===== src/design/txtkv_pkg.sv =====
`timescale 1ns / 1ps
package txtkv_pkg;

   localparam int KEY_COUNT   = 8;
   localparam int NAME_SLOTS  = 8;
   localparam int ACTIVE_KEYS = (KEY_COUNT < NAME_SLOTS) ? KEY_COUNT : NAME_SLOTS;
   localparam int KEY_W       = 3;
   localparam int POS_W       = 4;

   localparam logic [7:0] MIN_LEN     = 8'd3;
   localparam logic [7:0] ASSIGN_CHAR = 8'h3D;

   localparam int QUEUE_DEPTH = 4;
   localparam int QPTR_W      = $clog2(QUEUE_DEPTH);

   localparam logic [1:0] KIND_VALUE  = 2'd0;
   localparam logic [1:0] KIND_COMMIT = 2'd1;
   localparam logic [1:0] KIND_END    = 2'd2;

   typedef enum logic [1:0] {
      PH_LEN = 2'd0,
      PH_KEY = 2'd1,
      PH_VAL = 2'd2
   } phase_type;

   // One entry of the queue: the results that one input byte causes.
   typedef struct packed {
      logic             do_value;
      logic             do_commit;
      logic             do_end;
      logic             end_err;
      logic [KEY_W-1:0] key;
      logic [7:0]       data;
   } cmd_type;

   function automatic logic [POS_W-1:0] name_len(input logic [KEY_W-1:0] k);
      logic [POS_W-1:0] len;
      case (k)
         3'd0:    len = 4'd7;
         3'd1:    len = 4'd2;
         3'd2:    len = 4'd4;
         3'd3:    len = 4'd3;
         3'd4:    len = 4'd8;
         3'd5:    len = 4'd5;
         3'd6:    len = 4'd4;
         3'd7:    len = 4'd5;
         default: len = 4'd0;
      endcase
      return len;
   endfunction

   function automatic logic [7:0] name_char(input logic [KEY_W-1:0] k,
                                            input logic [2:0] pos);
      logic [63:0] text;
      case (k)
         3'd0:    text = {"txtvers", 8'h00};
         3'd1:    text = {"id", 48'h0};
         3'd2:    text = {"path", 32'h0};
         3'd3:    text = {"ski", 40'h0};
         3'd4:    text = "register";
         3'd5:    text = {"brand", 24'h0};
         3'd6:    text = {"type", 32'h0};
         3'd7:    text = {"model", 24'h0};
         default: text = 64'h0;
      endcase
      return text[63 - 8 * int'(pos) -: 8];
   endfunction

endpackage


===== src/design/txtkv_if.sv =====
`timescale 1ns / 1ps
interface txtkv_req_if;
   logic       valid;
   logic       ready;
   logic [7:0] data_byte;
   logic       final_byte;

   modport source (output valid, output data_byte, output final_byte, input ready);
   modport sink (input valid, input data_byte, input final_byte, output ready);
endinterface

interface txtkv_rsp_if;
   logic       valid;
   logic       ready;
   logic [1:0] kind;
   logic [2:0] key_index;
   logic [7:0] value_byte;
   logic       parse_error;
   logic       run_last;

   modport source (output valid, output kind, output key_index, output value_byte,
                   output parse_error, output run_last, input ready);
   modport sink (input valid, input kind, input key_index, input value_byte,
                 input parse_error, input run_last, output ready);
endinterface


===== src/design/txtkv_front.sv =====
`timescale 1ns / 1ps
module txtkv_front import txtkv_pkg::*; (
   input  logic    clock,
   input  logic    reset,
   txtkv_req_if.sink req_ch,
   input  logic    q_full,
   output logic    q_push,
   output cmd_type q_cmd
);

   phase_type              phase_ff, phase_in;
   logic [7:0]             togo_ff, togo_in;
   logic [POS_W-1:0]       keypos_ff, keypos_in;
   logic [ACTIVE_KEYS-1:0] cand_ff, cand_in;
   logic [ACTIVE_KEYS-1:0] lock_ff, lock_in;
   logic                   mvalid_ff, mvalid_in;
   logic [KEY_W-1:0]       mkey_ff, mkey_in;
   logic                   err_seen_ff, err_seen_in;

   logic [ACTIVE_KEYS-1:0] cand_nx, lock_nx;
   logic [KEY_W-1:0]       pick;
   logic [7:0]             b;
   logic                   fin;

   assign b   = req_ch.data_byte;
   assign fin = req_ch.final_byte;
   assign req_ch.ready = !q_full;

   // Parallel compare of the key byte against every name still in play.
   always_comb begin
      cand_nx = cand_ff;
      lock_nx = lock_ff;
      pick    = '0;
      for (int k = 0; k < ACTIVE_KEYS; k++) begin
         if (cand_ff[k] && !lock_ff[k]) begin
            if (keypos_ff < name_len(KEY_W'(k))) begin
               if (name_char(KEY_W'(k), keypos_ff[2:0]) != b) begin
                  cand_nx[k] = 1'b0;
               end
            end else if (keypos_ff == name_len(KEY_W'(k)) && b == 8'h00) begin
               lock_nx[k] = 1'b1;
            end else begin
               cand_nx[k] = 1'b0;
            end
         end
      end
      for (int k = ACTIVE_KEYS - 1; k >= 0; k--) begin
         if (cand_ff[k]) begin
            pick = KEY_W'(k);
         end
      end
   end

   always_comb begin
      logic       take;
      logic       raise;
      logic       start_str;
      logic [7:0] togo_dec;

      take      = req_ch.valid && !q_full;
      raise     = 1'b0;
      start_str = 1'b0;
      togo_dec  = togo_ff - 8'd1;

      phase_in    = phase_ff;
      togo_in     = togo_ff;
      keypos_in   = keypos_ff;
      cand_in     = cand_ff;
      lock_in     = lock_ff;
      mvalid_in   = mvalid_ff;
      mkey_in     = mkey_ff;
      err_seen_in = err_seen_ff;
      q_cmd       = '0;

      if (take) begin
         if (err_seen_ff) begin
            if (fin) begin
               err_seen_in = 1'b0;
               phase_in    = PH_LEN;
               togo_in     = 8'd0;
               start_str   = 1'b1;
            end
         end else begin
            case (phase_ff)
               PH_KEY: begin
                  togo_in = togo_dec;
                  if (b == ASSIGN_CHAR) begin
                     if (keypos_ff == '0 || togo_dec == 8'd0 || fin) begin
                        raise = 1'b1;
                     end else begin
                        mvalid_in = |cand_ff;
                        mkey_in   = pick;
                        phase_in  = PH_VAL;
                     end
                  end else begin
                     cand_in   = cand_nx;
                     lock_in   = lock_nx;
                     keypos_in = (keypos_ff == '1) ? keypos_ff : keypos_ff + 1'b1;
                     if (togo_dec == 8'd0 || fin) begin
                        raise = 1'b1;
                     end
                  end
               end
               PH_VAL: begin
                  togo_in        = togo_dec;
                  q_cmd.do_value = mvalid_ff;
                  q_cmd.key      = mkey_ff;
                  q_cmd.data     = b;
                  if (togo_dec == 8'd0) begin
                     q_cmd.do_commit = mvalid_ff;
                     phase_in        = PH_LEN;
                     start_str       = 1'b1;
                     q_cmd.do_end    = fin;
                  end else if (fin) begin
                     raise = 1'b1;
                  end
               end
               default: begin
                  if (b < MIN_LEN || fin) begin
                     raise = 1'b1;
                  end else begin
                     togo_in   = b;
                     start_str = 1'b1;
                     phase_in  = PH_KEY;
                  end
               end
            endcase
         end

         if (raise) begin
            q_cmd.do_end = 1'b1;
            q_cmd.end_err = 1'b1;
            phase_in     = PH_LEN;
            togo_in      = 8'd0;
            start_str    = 1'b1;
            err_seen_in  = !fin;
         end

         if (start_str) begin
            keypos_in = '0;
            cand_in   = '1;
            lock_in   = '0;
            mvalid_in = 1'b0;
            mkey_in   = '0;
         end
      end

      q_push = take && (q_cmd.do_value || q_cmd.do_commit || q_cmd.do_end);
   end

   always_ff @(posedge clock) begin
      if (reset) begin
         phase_ff    <= PH_LEN;
         togo_ff     <= 8'd0;
         keypos_ff   <= '0;
         cand_ff     <= '1;
         lock_ff     <= '0;
         mvalid_ff   <= 1'b0;
         mkey_ff     <= '0;
         err_seen_ff <= 1'b0;
      end else begin
         phase_ff    <= phase_in;
         togo_ff     <= togo_in;
         keypos_ff   <= keypos_in;
         cand_ff     <= cand_in;
         lock_ff     <= lock_in;
         mvalid_ff   <= mvalid_in;
         mkey_ff     <= mkey_in;
         err_seen_ff <= err_seen_in;
      end
   end

endmodule


===== src/design/txtkv_fifo.sv =====
`timescale 1ns / 1ps
module txtkv_fifo import txtkv_pkg::*; (
   input  logic    clock,
   input  logic    reset,
   input  logic    push,
   input  cmd_type push_data,
   output logic    full,
   input  logic    pop,
   output cmd_type head,
   output logic    empty
);

   cmd_type           mem_ff [QUEUE_DEPTH];
   logic [QPTR_W-1:0] wr_ptr_ff, wr_ptr_in;
   logic [QPTR_W-1:0] rd_ptr_ff, rd_ptr_in;
   logic [QPTR_W:0]   count_ff, count_in;
   logic              do_push, do_pop;

   assign full    = (count_ff == (QPTR_W + 1)'(QUEUE_DEPTH));
   assign empty   = (count_ff == '0);
   assign head    = mem_ff[rd_ptr_ff];
   assign do_push = push && !full;
   assign do_pop  = pop && !empty;

   always_comb begin
      wr_ptr_in = wr_ptr_ff;
      rd_ptr_in = rd_ptr_ff;
      count_in  = count_ff;
      if (do_push) begin
         wr_ptr_in = (wr_ptr_ff == QPTR_W'(QUEUE_DEPTH - 1)) ? '0 : wr_ptr_ff + 1'b1;
      end
      if (do_pop) begin
         rd_ptr_in = (rd_ptr_ff == QPTR_W'(QUEUE_DEPTH - 1)) ? '0 : rd_ptr_ff + 1'b1;
      end
      if (do_push && !do_pop) begin
         count_in = count_ff + 1'b1;
      end else if (do_pop && !do_push) begin
         count_in = count_ff - 1'b1;
      end
   end

   always_ff @(posedge clock) begin
      if (do_push) begin
         mem_ff[wr_ptr_ff] <= push_data;
      end
   end

   always_ff @(posedge clock) begin
      if (reset) begin
         wr_ptr_ff <= '0;
         rd_ptr_ff <= '0;
         count_ff  <= '0;
      end else begin
         wr_ptr_ff <= wr_ptr_in;
         rd_ptr_ff <= rd_ptr_in;
         count_ff  <= count_in;
      end
   end

endmodule


===== src/design/txtkv_back.sv =====
`timescale 1ns / 1ps
module txtkv_back import txtkv_pkg::*; (
   input  logic    clock,
   input  logic    reset,
   input  logic    q_empty,
   input  cmd_type q_head,
   output logic    q_pop,
   txtkv_rsp_if.source rsp_ch
);

   logic             done_val_ff, done_val_in;
   logic             done_com_ff, done_com_in;
   logic             out_valid_ff, out_valid_in;
   logic [1:0]       kind_ff, kind_in;
   logic [KEY_W-1:0] key_ff, key_in;
   logic [7:0]       byte_ff, byte_in;
   logic             err_ff, err_in;
   logic             last_ff, last_in;

   assign rsp_ch.valid       = out_valid_ff;
   assign rsp_ch.kind        = kind_ff;
   assign rsp_ch.key_index   = key_ff;
   assign rsp_ch.value_byte  = byte_ff;
   assign rsp_ch.parse_error = err_ff;
   assign rsp_ch.run_last    = last_ff;

   // Results of one queue entry go out in order: value byte, commit, end.
   always_comb begin
      logic pend_val;
      logic pend_com;
      logic pend_end;
      logic load;

      pend_val = q_head.do_value && !done_val_ff;
      pend_com = q_head.do_commit && !done_com_ff;
      pend_end = q_head.do_end;
      load     = !q_empty && (!out_valid_ff || rsp_ch.ready);

      kind_in = kind_ff;
      key_in  = key_ff;
      byte_in = byte_ff;
      err_in  = err_ff;
      last_in = last_ff;
      done_val_in = done_val_ff;
      done_com_in = done_com_ff;
      q_pop = 1'b0;

      if (load) begin
         if (pend_val) begin
            kind_in = KIND_VALUE;
            key_in  = q_head.key;
            byte_in = q_head.data;
            err_in  = 1'b0;
            last_in = !(pend_com || pend_end);
            done_val_in = 1'b1;
         end else if (pend_com) begin
            kind_in = KIND_COMMIT;
            key_in  = q_head.key;
            byte_in = 8'd0;
            err_in  = 1'b0;
            last_in = !pend_end;
            done_com_in = 1'b1;
         end else begin
            kind_in = KIND_END;
            key_in  = '0;
            byte_in = 8'd0;
            err_in  = q_head.end_err;
            last_in = 1'b1;
         end
         if (last_in) begin
            q_pop       = 1'b1;
            done_val_in = 1'b0;
            done_com_in = 1'b0;
         end
      end

      if (load) begin
         out_valid_in = 1'b1;
      end else if (rsp_ch.ready) begin
         out_valid_in = 1'b0;
      end else begin
         out_valid_in = out_valid_ff;
      end
   end

   always_ff @(posedge clock) begin
      if (reset) begin
         done_val_ff  <= 1'b0;
         done_com_ff  <= 1'b0;
         out_valid_ff <= 1'b0;
      end else begin
         done_val_ff  <= done_val_in;
         done_com_ff  <= done_com_in;
         out_valid_ff <= out_valid_in;
      end
   end

   always_ff @(posedge clock) begin
      kind_ff <= kind_in;
      key_ff  <= key_in;
      byte_ff <= byte_in;
      err_ff  <= err_in;
      last_ff <= last_in;
   end

endmodule


===== src/design/txt_record_key_value_parser_unit.sv =====
// Path: a result enters the queue as its byte transfers, then the output register.
// Throughput: one byte per cycle while the queue is not full; results leave at one
// per cycle while ready is high; bytes causing two or three results are absorbed by
// the 4-entry queue and then slow input. Reset: synchronous, active high; the
// parser waits for a length byte, and the queue and output register are emptied.
`timescale 1ns / 1ps
module txt_record_key_value_parser_unit import txtkv_pkg::*; (
   input logic         clock,
   input logic         reset,
   txtkv_req_if.sink   req_ch,
   txtkv_rsp_if.source rsp_ch
);

   logic    q_full, q_push, q_empty, q_pop;
   cmd_type q_cmd, q_head;

   txtkv_front u_front (
      .clock  (clock),
      .reset  (reset),
      .req_ch (req_ch),
      .q_full (q_full),
      .q_push (q_push),
      .q_cmd  (q_cmd)
   );

   txtkv_fifo u_fifo (
      .clock     (clock),
      .reset     (reset),
      .push      (q_push),
      .push_data (q_cmd),
      .full      (q_full),
      .pop       (q_pop),
      .head      (q_head),
      .empty     (q_empty)
   );

   txtkv_back u_back (
      .clock   (clock),
      .reset   (reset),
      .q_empty (q_empty),
      .q_head  (q_head),
      .q_pop   (q_pop),
      .rsp_ch  (rsp_ch)
   );

endmodule


===== src/flat_wrapper.sv =====
// flat-port wrapper written by rule: the top's interface ports become plain ports
module txt_record_key_value_parser_unit_flat import txtkv_pkg::*;
  (clock, reset, req_ch_valid, req_ch_data_byte, req_ch_final_byte, req_ch_ready, rsp_ch_valid, rsp_ch_kind, rsp_ch_key_index, rsp_ch_value_byte, rsp_ch_parse_error, rsp_ch_run_last, rsp_ch_ready);
  txtkv_req_if req_ch_i ();
  txtkv_rsp_if rsp_ch_i ();
  input logic clock;
  input logic reset;
  input wire logic [$bits(req_ch_i.valid)-1:0] req_ch_valid;
  input wire logic [$bits(req_ch_i.data_byte)-1:0] req_ch_data_byte;
  input wire logic [$bits(req_ch_i.final_byte)-1:0] req_ch_final_byte;
  output wire logic [$bits(req_ch_i.ready)-1:0] req_ch_ready;
  output wire logic [$bits(rsp_ch_i.valid)-1:0] rsp_ch_valid;
  output wire logic [$bits(rsp_ch_i.kind)-1:0] rsp_ch_kind;
  output wire logic [$bits(rsp_ch_i.key_index)-1:0] rsp_ch_key_index;
  output wire logic [$bits(rsp_ch_i.value_byte)-1:0] rsp_ch_value_byte;
  output wire logic [$bits(rsp_ch_i.parse_error)-1:0] rsp_ch_parse_error;
  output wire logic [$bits(rsp_ch_i.run_last)-1:0] rsp_ch_run_last;
  input wire logic [$bits(rsp_ch_i.ready)-1:0] rsp_ch_ready;
  assign req_ch_i.valid = req_ch_valid;
  assign req_ch_i.data_byte = req_ch_data_byte;
  assign req_ch_i.final_byte = req_ch_final_byte;
  assign req_ch_ready = req_ch_i.ready;
  assign rsp_ch_valid = rsp_ch_i.valid;
  assign rsp_ch_kind = rsp_ch_i.kind;
  assign rsp_ch_key_index = rsp_ch_i.key_index;
  assign rsp_ch_value_byte = rsp_ch_i.value_byte;
  assign rsp_ch_parse_error = rsp_ch_i.parse_error;
  assign rsp_ch_run_last = rsp_ch_i.run_last;
  assign rsp_ch_i.ready = rsp_ch_ready;
  txt_record_key_value_parser_unit u_core (.clock(clock), .reset(reset), .req_ch(req_ch_i), .rsp_ch(rsp_ch_i));
endmodule

===== config.mk =====
export PLATFORM = sky130hd
export DESIGN_NAME = txt_record_key_value_parser_unit_flat
export DESIGN_NICKNAME = d
export VERILOG_FILES = /design/src/design/txtkv_pkg.sv /design/src/design/txtkv_if.sv /design/src/design/txtkv_front.sv /design/src/design/txtkv_fifo.sv /design/src/design/txtkv_back.sv /design/src/design/txt_record_key_value_parser_unit.sv /design/src/flat_wrapper.sv
export SDC_FILE = /design/constraint.sdc
export NUM_CORES = 1
export LEC_CHECK = 0
export BUFFER_PORTS_ARGS = -buffer_cell sky130_fd_sc_hd__buf_2
export CAP_MARGIN = 20
export CORE_ASPECT_RATIO = 1.4
export CORE_MARGIN = 10
export CORE_UTILIZATION = 45
export DETAILED_ROUTE_END_ITERATION = 12
export GPL_TIMING_DRIVEN = 0
export MAX_ROUTING_LAYER = met4
export SYNTH_ARGS = -nofsm -noshare
export SYNTH_HDL_FRONTEND = slang
export SYNTH_SLANG_ARGS = --single-unit

===== constraint.sdc =====
create_clock -name clock -period 4.45 [get_ports clock]
set_input_delay 0.6675 -clock clock [delete_from_list [all_inputs] [get_ports clock]]
set_output_delay 0.6675 -clock clock [all_outputs]
set_load 0.01 [all_outputs]

# Word level (Yosys, flattened, before mapping)
# Memory sizes are Yosys's and may differ from the RTL's. A register that Yosys moved wholly into a read port is not among the register bits.
# Index checks and enable logic that the tools add are counted.
# Widths: inputs -> output; s select.
dict set report totals {
  latch_bits 0
  ram_bits 60
  out_inout_bits 17
  register_bits 60
  n_memories 1
  rom_bits 0
}
# name depth word_bits rd rd_clocked_by_memory_dff wr line_no
set mem_list {}
lappend mem_list {u_core.u_fifo.mem_ff 4 15 1 1 1 txtkv_fifo.sv:13} ;# cmd_type mem_ff [QUEUE_DEPTH];
dict set report op_classes {
  n_shift 8
  magnitude_cmp 9
  reduce_logical 102
  muxes 188
  n_bitwise 0
  multipliers 0
  eq_ne 58
  div 0
  addsub 7
}
# cell n
set ops {}
lappend ops {{$mux 64} 16}
lappend ops {{$shiftx 71x7->8} 8}
lappend ops {{$mux 4} 29}
lappend ops {{$reduce_and 7->1} 16}
lappend ops {{$mux 8} 13}
lappend ops {{$mux 1} 91}
lappend ops {{$ne 8x8->1} 8}
lappend ops {{$mux 3} 19}
lappend ops {{$reduce_bool 2->1} 22}
lappend ops {{$eq 4x4->1} 8}
lappend ops {{$lt 4x4->1} 8}
lappend ops {{$mux 2} 14}
lappend ops {{$ne 3x2->1 const B} 9}
lappend ops {{$ne 2x1->1 const B} 13}
lappend ops {{$logic_and 1x1->1} 25}
lappend ops {{$ne 3x1->1 const B} 8}
lappend ops {{$mux 11} 2}
lappend ops {{$logic_not 1->1} 18}
lappend ops {{$logic_not 8->1} 2}
lappend ops {{$mux 15} 1}
lappend ops {{$ne 4x4->1 const B} 3}
lappend ops {{$reduce_and 5->1} 2}
lappend ops {{$eq 8x6->1 const B} 1}
lappend ops {{$logic_or 1x1->1} 8}
lappend ops {{other kinds (22)} 28}

# Logic depth before layout (Yosys ltp)
dict set report logic_depth {
  depth_word 19
  depth_mapped 16
  depth_no_buf 14
}

# Hierarchy
# From an unflattened synthesis, not the netlist that was laid out.
dict set report hier_totals {
  cells_unflattened 620
  hier_area_um2 6577.6
}
# mod n_inst area_per_inst_um2 cells_each
set modules_own_cells {}
lappend modules_own_cells {txtkv_front 1 3165.5 438}
lappend modules_own_cells {txtkv_fifo 1 2663.8 128}
lappend modules_own_cells {txtkv_back 1 748.2 54}

# Least setup slack after synthesis
# No wires, ideal clock.
dict set report synth_path {
  path_kind {reg-to-reg}
  startpoint {register u_core.u_front.keypos_ff[1]}
  endpoint {register u_core.u_fifo.count_ff[2]}
  arrival_ns 3.515
  path_buffers 2
  path_slack_ns 0.865
  period_less_slack_ns 3.585
  stages_incl_launch_ff 17
  t_required_ns 4.379
  cell_sequence {dfxtp_1 > buf_6 > inv_1 > ha_1 > clkbuf_1 > or4bb_1 > o311ai_0 > a31o_2 > o31ai_4 > o21ai_0 > and2_1 > ha_1 > inv_1 > fa_1 > xor2_1 > or3_1 > a21oi_1}
}
dict set report synth_via {
  elab_chain_len 16
  elab_cells_between_ends 18
  cone_classes {mux: 8; reduce/logical: 10}
}
# element line_no
set synth_lines {}
lappend synth_lines {{start: declaration} txtkv_front.sv:13} ;# logic [POS_W-1:0] keypos_ff, keypos_in;
lappend synth_lines {{start signal: assignment} txtkv_front.sv:164} ;# keypos_ff <= keypos_in;
lappend synth_lines {{$logic_not 4->1 *} txtkv_front.sv:88} ;# if (keypos_ff == '0 || togo_dec == 8'd0 || fin) begin
lappend synth_lines {{$logic_or 1x1->1 * (2 in series)} txtkv_front.sv:88}
lappend synth_lines {{$mux 1 *} txtkv_front.sv:88}
lappend synth_lines {{$mux 1 *} txtkv_front.sv:87} ;# if (b == ASSIGN_CHAR) begin
lappend synth_lines {{$pmux 1 s2 *} txtkv_front.sv:84} ;# case (phase_ff)
lappend synth_lines {{$mux 1 *} txtkv_front.sv:76} ;# if (err_seen_ff) begin
lappend synth_lines {{$mux 1 *} txtkv_front.sv:75} ;# if (take) begin
lappend synth_lines {{$mux 2 *} txtkv_front.sv:130} ;# if (raise) begin
lappend synth_lines {{$mux 15 *} txtkv_front.sv:75}
lappend synth_lines {{$logic_or 1x1->1 *} txtkv_front.sv:148} ;# q_push = take && (q_cmd.do_value || q_cmd.do_commit || q_cmd.do_end);
lappend synth_lines {{$logic_and 1x1->1 *} txtkv_front.sv:148}
lappend synth_lines {{$logic_and 1x1->1 *} txtkv_fifo.sv:22} ;# assign do_push = push && !full;
lappend synth_lines {{named net u_core.u_fifo.do_push} txtkv_fifo.sv:17} ;# logic do_push, do_pop;
lappend synth_lines {{$logic_not 1->1} txtkv_fifo.sv:37} ;# end else if (do_pop && !do_push) begin
lappend synth_lines {{$logic_and 1x1->1} txtkv_fifo.sv:37}
lappend synth_lines {{$reduce_bool 2->1 (no source line)} -}
lappend synth_lines {{end signal: assignment} txtkv_fifo.sv:56} ;# count_ff <= count_in;
lappend synth_lines {{end: declaration} txtkv_fifo.sv:16} ;# logic [QPTR_W:0] count_ff, count_in;
# The timed path passes the listed nets; every way through them passes the cells marked *. The select of a mux whose other input is x is not followed.
# A chain may end at the register's enable or synchronous reset.

# Worst setup path after layout
dict set report layout_path {
  startpoint {register u_core.u_front.keypos_ff[0]}
  endpoint {register u_core.u_fifo.count_ff[2]}
}
# Same word-level chain as after synthesis.

==> results_dict.tcl <==
set metrics [dict create \
    critPathCaptureType "register" \
    wire_per_inst_um 19.17 \
    root_buffer "clkbuf_16" \
    final_util_pct 52.76 \
    cts_setup_buffers 0 \
    p_comb_share_pct 24.5 \
    yosysTopAreaCell "edfxtp_1" \
    power_frac_seq_pct 39.3 \
    die_x_um 120.8 \
    yosysUniqueCellTypes 71 \
    power.share.clock_pct 36.1 \
    swShare_pct 31.43 \
    final_nets 674 \
    synth_area_per_cell_um2 10.66 \
    p_leak_nw 2.638 \
    async_flop_share_pct 0 \
    syn2layout_area_growth_pct 14.75 \
    synth_edf_count 75 \
    crit_path_top_delay_cell "or4bb_1" \
    path_max_fanout 7 \
    port_buffers 22 \
    period_minus_slack_ns 4.186 \
    syn_inst 600 \
    cpPeakStageDelay_ns 0.51 \
    multiInputGateArea_mm2 0.002917 \
    grt_max_degree 20 \
    slew_violations 0 \
    period_share_pct 94.06 \
    first_iter_violations 358 \
    finalNonFillerCells 840 \
    die_area_mm2 0.01945 \
    routabilityCongestion 0.9867 \
    routed_via_density 5.886 \
    cts_resized 0 \
    finalHoldViolCount 0 \
    ctsHoldBuffers 0 \
    synthFlopType "edfxtp_1" \
    rsz0062_at_grt "no" \
    die_h_um 161.1 \
    tns_ns 0 \
    intPower_mw 2.549 \
    worst_slew_pin_slew_ns 0.8526 \
    vdd_drop_max_mv 0.2371 \
    dp_hpwl_um 11790 \
    outcome "complete, no violations" \
    core_area_mm2 0.01391 \
    yosysSeqAreaShare_pct 49.92 \
    numCtsBuffers 17 \
    synth_top_cell_area_share_pct 35.21 \
    grt_overflow 0 \
    grt_use_total_pct 17.01 \
    antenna_found_initial 0 \
    yosys_warnings 0 \
    relSlewSlack_pct 43.16 \
    hold_path_class "register to register" \
    grt_pass1_wl_um 25520 \
    p_per_area_mw_per_mm2 506.5 \
    fillCellCount 1264 \
    netlist_area_mm2 0.006396 \
    setup_viol 0 \
    critPathArrivalTime_ns 4.53 \
    cp_cell_sequence "inv_1 > ha_1 > clkbuf_1 > or4bb_1 > o311ai_0 > a31o_2 > o31ai_4 > o21ai_0 > and2_1 > ha_1 > inv_1 > fa_1 > xor2_1 > or3_1 > a21oi_1" \
    synthTopCellsByArea "edfxtp_1 35%, dfxtp_1 15%, mux4_2 5.3%" \
    ys_ff_latch 122 \
    dp.cells 808 \
    drtPass1Iterations 5 \
    crit_required_ns 4.79 \
    clock_path_buffers 2 \
    critPathKind "register to register" \
    fin_hold_ws_ns 0.4606 \
    maxCapViolCount 0 \
    clock_latency_ns 0.42 \
    clock_sinks 122 \
    drive_gt1_share_pct 15.11 \
    ant_nets 0 \
    io_pins 30 \
    cts_tree "built" \
    rows 51 \
    vias 4944 \
    r2r_slack_ns 0.26 \
    htree_num_levels 4 \
    timing.fmax_mhz 238.9 \
    diodes 0 \
    routed_wl_um 16100 \
    skew_ns 0.01020 \
    grt_pass1_vias 4839 \
    critPathLaunchType "register" \
    synthesis.nets 632 \
    power.total_mw 3.717 \
    initial_core_util_pct 45.98 \
    regArea_mm2 0.003193 \
    clk_pin_slew_worst_paths_ns 0.06 \
    drc 0 \
    power.switching_mw 1.168 \
]
state kept, by name (all words and copies together) (netlist names), 2 cells and up, named ones only:
signal	cells
u_core.u_front.lock_ff	8
u_core.u_fifo.wr_ptr_ff	2
u_core.u_back.rsp_ch.value_byte	8
u_core.u_front.togo_ff	8
u_core.u_front.phase_ff	2
u_core.u_front.mkey_ff	3
u_core.u_fifo.count_ff	3
u_core.u_front.cand_ff	8
u_core.u_fifo.mem_ff	60
u_core.u_front.keypos_ff	4
u_core.u_back.rsp_ch.key_index	3
u_core.u_back.rsp_ch.kind	2
u_core.u_fifo.rd_ptr_ff	2
power groups by stage:
stage | logic [mW] | registers (mW) | clock network [mW]
global route | 1.01 | 1.48 | 1.42
detailed placement | 0.920 | 1.49 | 0
CTS | 0.923 | 1.46 | 1.36
floorplan | 0.594 | 1.52 | 0
global placement | 0.872 | 1.49 | 0
finish | 0.912 | 1.46 | 1.34
through the flow:
step | worst slack [ns] | area, um2
final | 0.2644 | 7340
after global routing | 0.01845 | 7340
after CTS | 0.2975 | 7340
after detailed placement | 0.3563 | 6756
after global placement | 0.3846 | 6738
after floorplan | 0.8649 | 6396
layout by cell type, fill, tap and decap left out, types with 5 or more instances in the layout:
| cell | Yosys | layout |
|---|---|---|
| o31ai_1 | 7 | 7 |
| or4_1 | 5 | 5 |
| dfxtp_1 | 47 | 47 |
| buf_1 | 5 | 5 |
| xnor2_1 | 12 | 12 |
| and3_1 | 16 | 16 |
| a31oi_1 | 6 | 6 |
| inv_6 | 0 | 5 |
| edfxtp_1 | 75 | 75 |
| inv_1 | 26 | 26 |
| and2_1 | 5 | 5 |
| ha_1 | 18 | 18 |
| nor3_1 | 16 | 16 |
| nor4_1 | 10 | 10 |
| xor2_1 | 6 | 6 |
| a22oi_1 | 7 | 7 |
| o21ai_0 | 28 | 28 |
| nand2_1 | 38 | 38 |
| clkbuf_16 | 0 | 17 |
| buf_2 | 2 | 24 |
| clkbuf_1 | 30 | 30 |
| nand4_1 | 11 | 11 |
| or3_1 | 11 | 11 |
| a21oi_1 | 32 | 31 |
| a21o_1 | 6 | 6 |
| nor2_1 | 47 | 47 |
| mux4_2 | 15 | 15 |
| nand3_1 | 13 | 13 |
| mux2i_1 | 6 | 6 |
| nor2b_1 | 17 | 17 |
cell usage after synthesis (all sizes together) (4+ instances only):
master and count:
edfxtp 75, dfxtp 47, nor2 47, nand2 38
a21oi 32, clkbuf 32, o21ai 29, inv 26
ha 18, nor2b 17, and3 16, nor3 16
mux4 15, nand3 13, or3 12, xnor2 12
buf 11, nand4 11, nor4 10, o31ai 9
a22oi 7, a21o 6, a31oi 6, mux2i 6
or2 6, xor2 6, and2 5, o21a 5
o31a 5, or4 5, a22o 4, a311oi 4
o2111ai 4, o22ai 4, o2bb2ai 4
critical path: cells and delay by family, from the launching register on:
kind	cells	cell delay, ns
AO/OA/AOI/OAI	5	1.07
buffers and inverters	3	0.58
adder cells (fa/ha/maj)	3	0.76
XOR/XNOR	1	0.18
flip-flops	1	0.39
AND/OR/NAND/NOR	3	1.11
layout make-up:
type / instances / area share, %
Buffer: 43 / 2.625
Clock buffer: 17 / 5.796
Clock inverter: 15 / 2.148
Inverter: 26 / 1.330
Multi-Input combinational cell: 409 / 39.74
Sequential cell: 122 / 43.50
Tap cell: 185 / 3.154
Timing Repair Buffer: 23 / 1.705
logic make-up (layout without fill, tap and decap cells):
family,after synthesis,in the layout,synth area share [%]
AOI/OAI and AO/OA,141,141,15.71
adders and majority gates,19,19,3.834
DFF,122,122,49.92
muxes,21,21,6.221
xor gates and xnor gates,18,18,2.465
buffers and inverters,69,124,4.538
and+or+nand+nor,210,210,17.31
metal layers:
metal / share of wire (%) / routed length [um] / track usage (%)
met3: 4.1 / 668 / 3.489
met4: 2.7 / 431 / 7.591
met2: 55 / 8781 / 30.65
met5: 0 / 0 / -
met1: 39 / 6220 / 17.27
final timing paths:
| check | from | endpoint | cells past startpoint |
|---|---|---|---|
| hold / removal | u_core.u_front.lock_ff[0]$_SDFFE_PP0P_ | u_core.u_front.lock_ff[0]$_SDFFE_PP0P_ | 2 |
| setup reg to reg | u_core.u_front.keypos_ff[0]$_SDFFE_PP0P_ | u_core.u_fifo.count_ff[2]$_SDFFE_PP0P_ | 15 |
| setup / recovery | u_core.u_front.keypos_ff[0]$_SDFFE_PP0P_ | u_core.u_fifo.count_ff[2]$_SDFFE_PP0P_ | 15 |
| hold reg to reg | u_core.u_front.lock_ff[0]$_SDFFE_PP0P_ | u_core.u_front.lock_ff[0]$_SDFFE_PP0P_ | 2 |
Note: power is estimated with default switching activity, not from simulation.
